--- src/sv/u8enc_pkg.sv ---
// ----------------------------------------------------------------------------
// u8enc_pkg
// Shared types and constants for the UTF-8 code point encoder.
// ----------------------------------------------------------------------------
`default_nettype none

package u8enc_pkg;

	// Configuration register indexes
	localparam logic REG_CODE_LIMIT  = 1'b0;
	localparam logic REG_REPLACEMENT = 1'b1;

	// Reset values of the configuration registers
	localparam logic [31:0] CODE_LIMIT_RESET  = 32'h8000_0000;
	localparam logic [30:0] REPLACEMENT_RESET = 31'h0000_FFFD;

	// Length breakpoints of the six-byte form
	localparam logic [30:0] BREAK_2 = 31'h0000_0080;
	localparam logic [30:0] BREAK_3 = 31'h0000_0800;
	localparam logic [30:0] BREAK_4 = 31'h0001_0000;
	localparam logic [30:0] BREAK_5 = 31'h0020_0000;
	localparam logic [30:0] BREAK_6 = 31'h0400_0000;

	// Lead byte prefixes
	localparam logic [7:0] LEAD_2 = 8'hC0;
	localparam logic [7:0] LEAD_3 = 8'hE0;
	localparam logic [7:0] LEAD_4 = 8'hF0;
	localparam logic [7:0] LEAD_5 = 8'hF8;
	localparam logic [7:0] LEAD_6 = 8'hFC;
	localparam logic [1:0] CONT_PREFIX = 2'b10;

	// One classified code point waiting for serialization
	typedef struct packed {
		logic [30:0] code;    // after range replacement, always below 2^31
		logic [2:0]  nbytes;  // 1..6
	} entry_t;

	// Number of bytes in the encoding of a code point
	function automatic logic [2:0] byte_count(input logic [30:0] code);
		logic [2:0] n;
		if (code < BREAK_2)      n = 3'd1;
		else if (code < BREAK_3) n = 3'd2;
		else if (code < BREAK_4) n = 3'd3;
		else if (code < BREAK_5) n = 3'd4;
		else if (code < BREAK_6) n = 3'd5;
		else                     n = 3'd6;
		return n;
	endfunction

endpackage

`default_nettype wire

--- src/sv/u8enc_front.sv ---
// ----------------------------------------------------------------------------
// u8enc_front
// Holds the configuration registers, replaces out-of-range code points and
// classifies each accepted code point by its encoded length.
// ----------------------------------------------------------------------------
`default_nettype none

module u8enc_front (
	input  wire                    clk,
	input  wire                    arst_n,
	// configuration write channel
	input  wire                    cfg_valid,
	input  wire                    cfg_index,
	input  wire [31:0]             cfg_data,
	// classified code point toward the queue
	input  wire  [31:0]            code_point,
	output u8enc_pkg::entry_t      entry
);

	logic [31:0] code_limit_q;
	logic [30:0] replacement_q;
	logic        replace;
	logic [30:0] code_sel;

	// Configuration registers
	always_ff @(posedge clk or negedge arst_n) begin
		if (!arst_n) begin
			code_limit_q  <= u8enc_pkg::CODE_LIMIT_RESET;
			replacement_q <= u8enc_pkg::REPLACEMENT_RESET;
		end else if (cfg_valid) begin
			case (cfg_index)
				u8enc_pkg::REG_CODE_LIMIT:  code_limit_q  <= cfg_data;
				u8enc_pkg::REG_REPLACEMENT: replacement_q <= cfg_data[30:0];
				default: ;
			endcase
		end
	end

	// Range check: a limit above 2^31 acts as 2^31, so bit 31 always replaces
	always_comb begin
		replace  = (code_point >= code_limit_q) || code_point[31];
		code_sel = replace ? replacement_q : code_point[30:0];
	end

	// Classification
	always_comb begin
		entry.code   = code_sel;
		entry.nbytes = u8enc_pkg::byte_count(code_sel);
	end

endmodule

`default_nettype wire

--- src/sv/u8enc_queue.sv ---
// ----------------------------------------------------------------------------
// u8enc_queue
// Short FIFO of classified code points between the front and the back.
// ----------------------------------------------------------------------------
`default_nettype none

module u8enc_queue #(
	parameter int DEPTH = 2
) (
	input  wire                    clk,
	input  wire                    arst_n,
	input  wire                    push,
	input  u8enc_pkg::entry_t      push_entry,
	input  wire                    pop,
	output u8enc_pkg::entry_t      head,
	output logic                   not_empty,
	output logic                   full
);

	localparam int PTR_W = (DEPTH > 1) ? $clog2(DEPTH) : 1;
	localparam int CNT_W = $clog2(DEPTH + 1);
	localparam logic [PTR_W-1:0] LAST_PTR = PTR_W'(DEPTH - 1);
	localparam logic [CNT_W-1:0] FULL_CNT = CNT_W'(DEPTH);

	u8enc_pkg::entry_t mem_q [DEPTH];
	logic [PTR_W-1:0]  wr_ptr_q;
	logic [PTR_W-1:0]  rd_ptr_q;
	logic [CNT_W-1:0]  count_q;

	// Storage
	always_ff @(posedge clk) begin
		if (push) begin
			mem_q[wr_ptr_q] <= push_entry;
		end
	end

	// Pointers and fill count
	always_ff @(posedge clk or negedge arst_n) begin
		if (!arst_n) begin
			wr_ptr_q <= '0;
			rd_ptr_q <= '0;
			count_q  <= '0;
		end else begin
			if (push) begin
				wr_ptr_q <= (wr_ptr_q == LAST_PTR) ? '0 : wr_ptr_q + 1'b1;
			end
			if (pop) begin
				rd_ptr_q <= (rd_ptr_q == LAST_PTR) ? '0 : rd_ptr_q + 1'b1;
			end
			case ({push, pop})
				2'b10:   count_q <= count_q + 1'b1;
				2'b01:   count_q <= count_q - 1'b1;
				default: count_q <= count_q;
			endcase
		end
	end

	assign head      = mem_q[rd_ptr_q];
	assign not_empty = (count_q != '0);
	assign full      = (count_q == FULL_CNT);

endmodule

`default_nettype wire

--- src/sv/u8enc_back.sv ---
// ----------------------------------------------------------------------------
// u8enc_back
// Serializes the queue head into UTF-8 bytes, one per cycle while byte_stall is low,
// through an output register; pops the entry when its last byte is loaded.
// ----------------------------------------------------------------------------
`default_nettype none

module u8enc_back (
	input  wire                    clk,
	input  wire                    arst_n,
	input  u8enc_pkg::entry_t      head,
	input  wire                    not_empty,
	output logic                   pop,
	output logic                   byte_valid,
	input  wire                    byte_stall,
	output logic [7:0]             out_byte,
	output logic                   last_byte
);

	logic        byte_valid_q;
	logic [7:0]  out_byte_q;
	logic        last_byte_q;
	logic [2:0]  idx_q;        // byte position within the current sequence
	logic        advance;
	logic        emit;
	logic [2:0]  rem;          // bytes still following this one
	logic        is_last;
	logic [30:0] part;
	logic [7:0]  lead;
	logic [7:0]  byte_nxt;

	assign advance = !byte_valid_q || !byte_stall;
	assign emit    = advance && not_empty;
	assign pop     = emit && is_last;

	// Byte selection for the current position
	always_comb begin
		rem     = head.nbytes - 3'd1 - idx_q;
		is_last = (rem == 3'd0);
		case (rem)
			3'd0:    part = head.code;
			3'd1:    part = head.code >> 6;
			3'd2:    part = head.code >> 12;
			3'd3:    part = head.code >> 18;
			3'd4:    part = head.code >> 24;
			3'd5:    part = head.code >> 30;
			default: part = head.code;
		endcase
		case (head.nbytes)
			3'd2:    lead = u8enc_pkg::LEAD_2;
			3'd3:    lead = u8enc_pkg::LEAD_3;
			3'd4:    lead = u8enc_pkg::LEAD_4;
			3'd5:    lead = u8enc_pkg::LEAD_5;
			3'd6:    lead = u8enc_pkg::LEAD_6;
			default: lead = 8'h00;
		endcase
		if (idx_q != 3'd0) begin
			byte_nxt = {u8enc_pkg::CONT_PREFIX, part[5:0]};
		end else if (head.nbytes == 3'd1) begin
			byte_nxt = {1'b0, part[6:0]};
		end else begin
			byte_nxt = lead | part[7:0];
		end
	end

	// Position counter and output valid
	always_ff @(posedge clk or negedge arst_n) begin
		if (!arst_n) begin
			idx_q        <= '0;
			byte_valid_q <= 1'b0;
		end else if (advance) begin
			byte_valid_q <= not_empty;
			if (emit) begin
				idx_q <= is_last ? 3'd0 : idx_q + 3'd1;
			end
		end
	end

	// Output payload register
	always_ff @(posedge clk) begin
		if (emit) begin
			out_byte_q  <= byte_nxt;
			last_byte_q <= is_last;
		end
	end

	assign byte_valid = byte_valid_q;
	assign out_byte   = out_byte_q;
	assign last_byte  = last_byte_q;

endmodule

`default_nettype wire

--- src/sv/utf8_codepoint_encoder_core.sv ---
// ----------------------------------------------------------------------------
// utf8_codepoint_encoder_core
// Encodes 32-bit code points into 1..6-byte UTF-8 sequences, one byte per
// output transaction, with out-of-range code points replaced.
// Path: the code point is written into the queue, then its first byte is loaded
// into the output register. Throughput: one byte per cycle while byte_stall is low,
// set by the single-byte output register of the serializer.
// A code point is accepted every cycle while the QUEUE_DEPTH-entry queue has room.
// Reset: asynchronous, clears queue and output valid; registers take defaults.
// ----------------------------------------------------------------------------
`default_nettype none

module utf8_codepoint_encoder_core #(
	parameter int QUEUE_DEPTH = 2
) (
	input  wire         clk,
	input  wire         arst_n,
	// configuration write channel
	input  wire         cfg_valid,
	output logic        cfg_ready,
	input  wire         cfg_index,
	input  wire  [31:0] cfg_data,
	// code point channel
	input  wire         code_valid,
	output logic        code_stall,
	input  wire  [31:0] code_point,
	// byte channel
	output logic        byte_valid,
	input  wire         byte_stall,
	output logic [7:0]  out_byte,
	output logic        last_byte
);

	u8enc_pkg::entry_t entry;
	u8enc_pkg::entry_t head;
	logic              push;
	logic              pop;
	logic              not_empty;
	logic              full;

	assign cfg_ready  = 1'b1;
	assign code_stall = full;
	assign push       = code_valid && !full;

	u8enc_front u_front (
		.clk        (clk),
		.arst_n     (arst_n),
		.cfg_valid  (cfg_valid),
		.cfg_index  (cfg_index),
		.cfg_data   (cfg_data),
		.code_point (code_point),
		.entry      (entry)
	);

	u8enc_queue #(
		.DEPTH (QUEUE_DEPTH)
	) u_queue (
		.clk        (clk),
		.arst_n     (arst_n),
		.push       (push),
		.push_entry (entry),
		.pop        (pop),
		.head       (head),
		.not_empty  (not_empty),
		.full       (full)
	);

	u8enc_back u_back (
		.clk        (clk),
		.arst_n     (arst_n),
		.head       (head),
		.not_empty  (not_empty),
		.pop        (pop),
		.byte_valid (byte_valid),
		.byte_stall (byte_stall),
		.out_byte   (out_byte),
		.last_byte  (last_byte)
	);

endmodule

`default_nettype wire

--- config.mk ---
export PLATFORM = sky130hd
export DESIGN_NAME = utf8_codepoint_encoder_core
export DESIGN_NICKNAME = d
export VERILOG_FILES = /design/src/sv/u8enc_pkg.sv /design/src/sv/u8enc_front.sv /design/src/sv/u8enc_queue.sv /design/src/sv/u8enc_back.sv /design/src/sv/utf8_codepoint_encoder_core.sv
export SDC_FILE = /design/constraint.sdc
export NUM_CORES = 1
export LEC_CHECK = 0
export ABC_AREA = 0
export ABC_CLOCK_PERIOD_IN_PS = 6700
export BUFFER_PORTS_ARGS = -buffer_cell sky130_fd_sc_hd__buf_4
export CORE_MARGIN = 4
export CORE_UTILIZATION = 62
export CTS_CLUSTER_DIAMETER = 120
export DETAILED_ROUTE_END_ITERATION = 6
export HOLD_SLACK_MARGIN = 0.12
export PLACE_DENSITY_LB_ADDON = 0.1
export SYNTH_ARGS = -nofsm -noshare
export SYNTH_HDL_FRONTEND = slang
export SYNTH_SLANG_ARGS = --single-unit
--- constraint.sdc ---
create_clock -name clk -period 6.7 [get_ports clk]
set_clock_uncertainty 0.15 [all_clocks]
set_input_delay 1.34 -clock clk [delete_from_list [all_inputs] [get_ports clk]]
set_output_delay 1.34 -clock clk [all_outputs]
set_load 0.03 [all_outputs]
### Yosys cells after proc, flatten, opt, wreduce, memory -nomap -nowiden

Memories as Yosys holds them, arrays and structs flattened.
Cells that the tools add are included.

| operators by class | value |
|---|---|
| $add $sub $neg | 7 |
| $mul | 0 |
| div/mod/pow operators | 0 |
| $lt $le $gt $ge | 6 |
| eq/ne operators | 14 |
| shift operators | 0 |
| multiplexer cells | 16 |
| bitwise gates (word level) | 2 |
| reductions and logical operators | 15 |

Operator list:

| cell | number |
|---|---|
| 8-bit case mux with 5 select lines | 2 |
| 32-bit >= comparator | 1 |
| 31-bit by 12-bit less-than comparator with 1-bit output (second input constant) | 1 |
| 31-bit by 17-bit less-than comparator with 1-bit output (second input constant) | 1 |
| 31-bit by 22-bit less-than comparator with 1-bit output (second input constant) | 1 |
| 31-bit by 27-bit less-than comparator with 1-bit output (second input constant) | 1 |
| 31-bit by 8-bit less-than comparator with 1-bit output (second input constant) | 1 |
| 31-bit 2-to-1 mux | 1 |
| 3-bit == test (second input constant) | 5 |
| 3-bit 2-to-1 mux | 5 |
| 3-bit by 2-bit == test with 1-bit output (second input constant) | 4 |
| 8-bit 2-to-1 mux | 1 |
| 8-bit OR | 1 |
| 3-bit by 1-bit == test with 1-bit output (second input constant) | 2 |
| 6-bit 2-to-1 mux | 1 |
| 2-bit AND reduction | 3 |
| 2-bit == test (second input constant) | 2 |
| 1-bit 2-to-1 mux | 4 |
| 2-bit case mux with 2 select lines | 1 |
| 2-bit nonzero test | 2 |
| 3-bit by 1-bit adder with 3-bit output (second input constant) | 1 |
| 1-bit logical AND | 3 |
| 1-bit zero test | 3 |
| 3-bit zero test | 1 |
| 10 further kinds | 12 |

| word-level totals | value |
|---|---|
| register bits | 80 |
| bits in latches | 0 |
| bits in writable memories | 68 |
| bits in read-only memories | 0 |
| input bits | 70 |
| output and inout port bits | 12 |
| logic and storage cells | 71 |
| memories | 1 |

Memories:

| name | words | bits a word | read ports | clocked after Yosys merged registers in | wr ports | RTL line | text |
|---|---|---|---|---|---|---|---|
| u_queue.mem_q | 2 | 34 | 1 | 0 | 1 | u8enc_queue.sv:25 | `u8enc_pkg::entry_t mem_q [DEPTH];` |

### Logic depth before layout (Yosys ltp)

| depth | value |
|---|---|
| word-level depth | 9 |
| depth in mapped cells | 14 |
| mapped depth without buffers | 12 |

### Cells and area by module

From an unflattened synthesis, not the netlist that was laid out.

| unflattened totals | value |
|---|---|
| cell total of the unflattened synthesis | 589 |
| area, all modules | 7716.2 um^2 |

Modules (own cells, without submodules):

| module | instances | cells each | area an instance (um^2) | sequential area each (um^2) |
|---|---|---|---|---|
| u8enc_front | 1 | 353 | 3792.4 | 1596.5 |
| u8enc_queue | 1 | 122 | 2791.4 | 2142.1 |
| u8enc_back | 1 | 111 | 1107.3 | 370.4 |
| utf8_codepoint_encoder_core | 1 | 3 | 25.0 | 0.0 |

### Worst setup path after synthesis

No wires, ideal clock.

| timing path | value |
|---|---|
| kind | in2reg |
| start | input port code_point[0] |
| end | memory u_queue.mem_q[0][14] (netlist name) (data pin) |
| arrival | 3.131 ns |
| path slack | 3.156 ns |
| cell stages on the path | 9 |
| path buffers | 1 |
| cells stage by stage | inv_1 ha_1 nand2b_1 a211o_1 a21oi_1 o211ai_1 a31oi_4 buf_6 mux2_2 |

RTL lines:

| item | RTL line | text |
|---|---|---|
| start, declared | utf8_codepoint_encoder_core.sv:26 | `input wire [31:0] code_point,` |
| end, declared | u8enc_queue.sv:25 |  |

==> flow_metrics.py <==
metrics = {
    "synthesis": {
        "ys_seq_area_share_pct": 56.64,
        "synth.avg_cell_area_um2": 12.46,
        "synth_cell_type_count": 52,
        "synth_most_common_cell": "edfxtp_1",
        "synth_area_leaders": "edfxtp_1 32%, dfrtp_1 19%, mux2_2 11%",
        "synth_ff_type": "edfxtp_1",
        "syn_area_um2": 7254,
        "syn_inst": 582,
        "ys_ff_latch": 148,
        "syn_nets": 689,
        "synth_edf_count": 77,
        "ys_top_cells_by_count": "77 x edfxtp_1, 68 x mux2_2, 65 x nand2_1, 55 x dfrtp_1, 50 x o21ai_0",
        "yosys_warnings": 0,
        "yosysTopAreaCellShare_pct": 31.87,
        "postSynth.asyncResetShare_pct": 47.97,
        "synth_top_area_cell": "edfxtp_1",
    },
    "timing": {
        "tightest_slew_ps": 1252,
        "fin_crit_sh_pct": 62.87,
        "setup_tns_ps": 0,
        "min_period_ps": 4213,
        "max_freq_ghz": 0.2374,
        "drv_slew": 0,
        "rsz0062_at_grt": "no",
        "hold_viol_final": 0,
        "finalSetupViolations": 0,
        "relSlewSlack_pct": 16.51,
        "whs_ps": 347.5,
    },
    "clock_network": {
        "cts_made_buffers": 17,
        "cts.htree.levels": 4,
        "cts-resized-gates": 0,
        "hold_buffers": 0,
        "cts_root_buffer": "clkbuf_16",
        "clk-insertion-delay-late_ps": 430,
        "path_clk_slew_ps": 60,
        "cts.sinks": 148,
        "cts_setup_buffers": 0,
        "cts_tree": "done",
        "clockBufferDepth": 2,
    },
    "flow_run": {
        "max_cap_violations": 0,
    },
    "routing": {
        "drt-initial-drc-count": 310,
        "antenna_left": 0,
        "avgRoutedWirePerCell_um": 18.95,
        "dr.pass1.iters": 5,
        "routed_wirelength_mm": 15.50,
        "vias": 4780,
        "drc": 0,
        "vias_per_cell": 5.844,
    },
    "grt": {
        "grt_pass1_vias": 5004,
        "grt_use_total_pct": 24.98,
        "antenna_found_initial": 0,
        "grt_max_degree": 72,
        "grt_overflow": 0,
        "grtUsageMet3_pct": 5.907,
        "busiest_layer": "met2",
        "met2_usage_pct": 40.39,
        "grt_pass1_wl_mm": 25.25,
        "grtUsageMet1_pct": 33.22,
    },
    "power": {
        "intPower_mw": 2.337,
        "cellPowerDensity_nw_per_um2": 407.8,
        "pwr-share-comb_pct": 34.0,
        "clkPwrFrac_pct": 28.0,
        "sw_frac_of_total_pct": 32.93,
        "p_switching_mw": 1.148,
        "max-vdd-ir-drop_uv": 370.7,
        "power_leakage_nw": 3.506,
        "p_seq_share_pct": 38.0,
    },
    "floorplanning": {
        "core_area_um2": 11420,
        "die_w_um": 116.2,
        "dieHeight_um": 116.2,
        "rows": 39,
        "ios": 82,
        "fp.dieArea_um2": 13500,
        "start_util_pct": 63.53,
    },
    "finish": {
        "areaGrowthSynthToFinish_pct": 17.80,
        "nNetsFinal": 769,
        "seq_area_um2": 4109,
        "stdcell_count": 818,
        "n_antenna_cell": 0,
        "drive_above_1_share_pct": 30.67,
        "fill_cells": 767,
        "multi_input_area_um2": 2885,
    },
    "worst_setup_path": {
        "path_cells": "buf_4, inv_1, ha_1, nand2b_1, a211o_1, a21oi_1, o211ai_1, a31oi_4, mux2_2",
        "cp-end-kind": "flop",
        "slowest_delay_ps": 1020,
        "arrival_ps": 4230,
        "slowest_stage": "a31oi_4",
        "crit_required_ps": 6720,
        "cp_max_fo": 34,
        "timing_worst_setup_path_type": "primary input to flop",
        "critPathLaunchType": "primary input",
    },
    "place": {
        "io_buffers": 80,
        "routabilityCongestion": 0.8647,
        "hpwl_mm": 10.83,
        "dp_cells": 786,
    },
    "worst_hold_path": {
        "min_path_type": "flop to flop",
    },
    "run_status": {
        "outcome": "finished, final reports clean",
    },
}
-- power by group through the flow --
stage | registers [mW] | clock network, mW | logic [mW]
final | 1.32 | 0.977 | 1.18
after global routing | 1.35 | 1.03 | 1.30
after CTS | 1.33 | 0.990 | 1.19
after detailed placement | 1.34 | 0 | 1.17
after global placement | 1.33 | 0 | 1.14
after floorplan | 1.38 | 0 | 0.808
-- placed cells by master, fill, tap and decap left out, drive strengths merged, types with 19 or more instances in the layout --
cell | Yosys | final
buf | 10 | 84
edfxtp | 77 | 77
mux2 | 68 | 68
nand2 | 65 | 65
dfrtp | 55 | 55
o21ai | 50 | 50
inv | 38 | 38
ha | 36 | 36
nor2 | 29 | 29
mux2i | 24 | 24
clkbuf | 13 | 21
a21oi | 19 | 19
-- logic make-up (layout without fill, tap and decap cells) --
kind of cell             after synthesis  count (layout)  synth area share, %
flip-flops                           148             148                56.64
AND/OR/NAND/NOR                      132             132                8.244
AO/OA/AOI/OAI                         97              97                7.968
multiplexers                          97              97                15.59
buffers and inverters                 61             154                3.725
adder cells (fa/ha/maj)               37              37                6.485
XOR/XNOR                               9               9                1.294
other                                  1               1              0.05169
-- metal layers --
metal	vias to the layer above	routed length [µm]
met4	0	257
li1	2266	-
met1	2370	6891
met2	122	7680
met5	-	0
met3	22	671
-- state kept, by name, indices dropped and copies added (netlist names), 2 cells and up --
name                   flops
u_back.idx_q               3
u_back.out_byte            8
u_front.code_limit_q      32
u_front.replacement_q     31
u_queue.count_q            2
u_queue.mem_q             68
-- worst max-delay path: cells and delay by family --
family,cells,cell delay [ps]
AOI/OAI and AO/OA,4,1860
adders and majority gates,1,280
and+or+nand+nor,1,140
muxes,1,440
buffers and inverters,2,130
-- stage by stage --
step                total power [mW]  cell area, µm²  setup WS (ps)  utilization [%]
global placement               2.471            7946           2076            69.59
floorplan                      2.185            7254           3156                -
global route                   3.676            8546           2407            74.84
detailed placement             2.510            7946           2085            69.59
finish                         3.485            8546           2487            74.84
CTS                            3.502            8546           2517            74.84
-- worst paths after layout --
path,start,endpoint,slack (ps),cells past startpoint
setup / recovery,code_point[0],u_queue.mem_q[0][7],2490,9
hold / removal,u_queue.count_q[1],u_queue.count_q[1],350,1
setup reg to reg,u_queue.rd_ptr_q,u_queue.count_q[1],3150,10
hold reg to reg,u_queue.count_q[1],u_queue.count_q[1],350,1
max in group asynchronous,arst_n,u_front.code_limit_q[2],4910,1
min in group asynchronous,arst_n,u_queue.rd_ptr_q,870,1
-- layout make-up --
type                            count  share of cell area [%]
Sequential cell                   148                   48.08
Multi-Input combinational cell    373                   33.76
Timing Repair Buffer               84                   7.379
Clock buffer                       21                   5.154
Tap cell                          143                   2.094
Clock inverter                     11                   1.859
Inverter                           38                   1.669
Note: power is estimated with default switching activity, not from simulation.
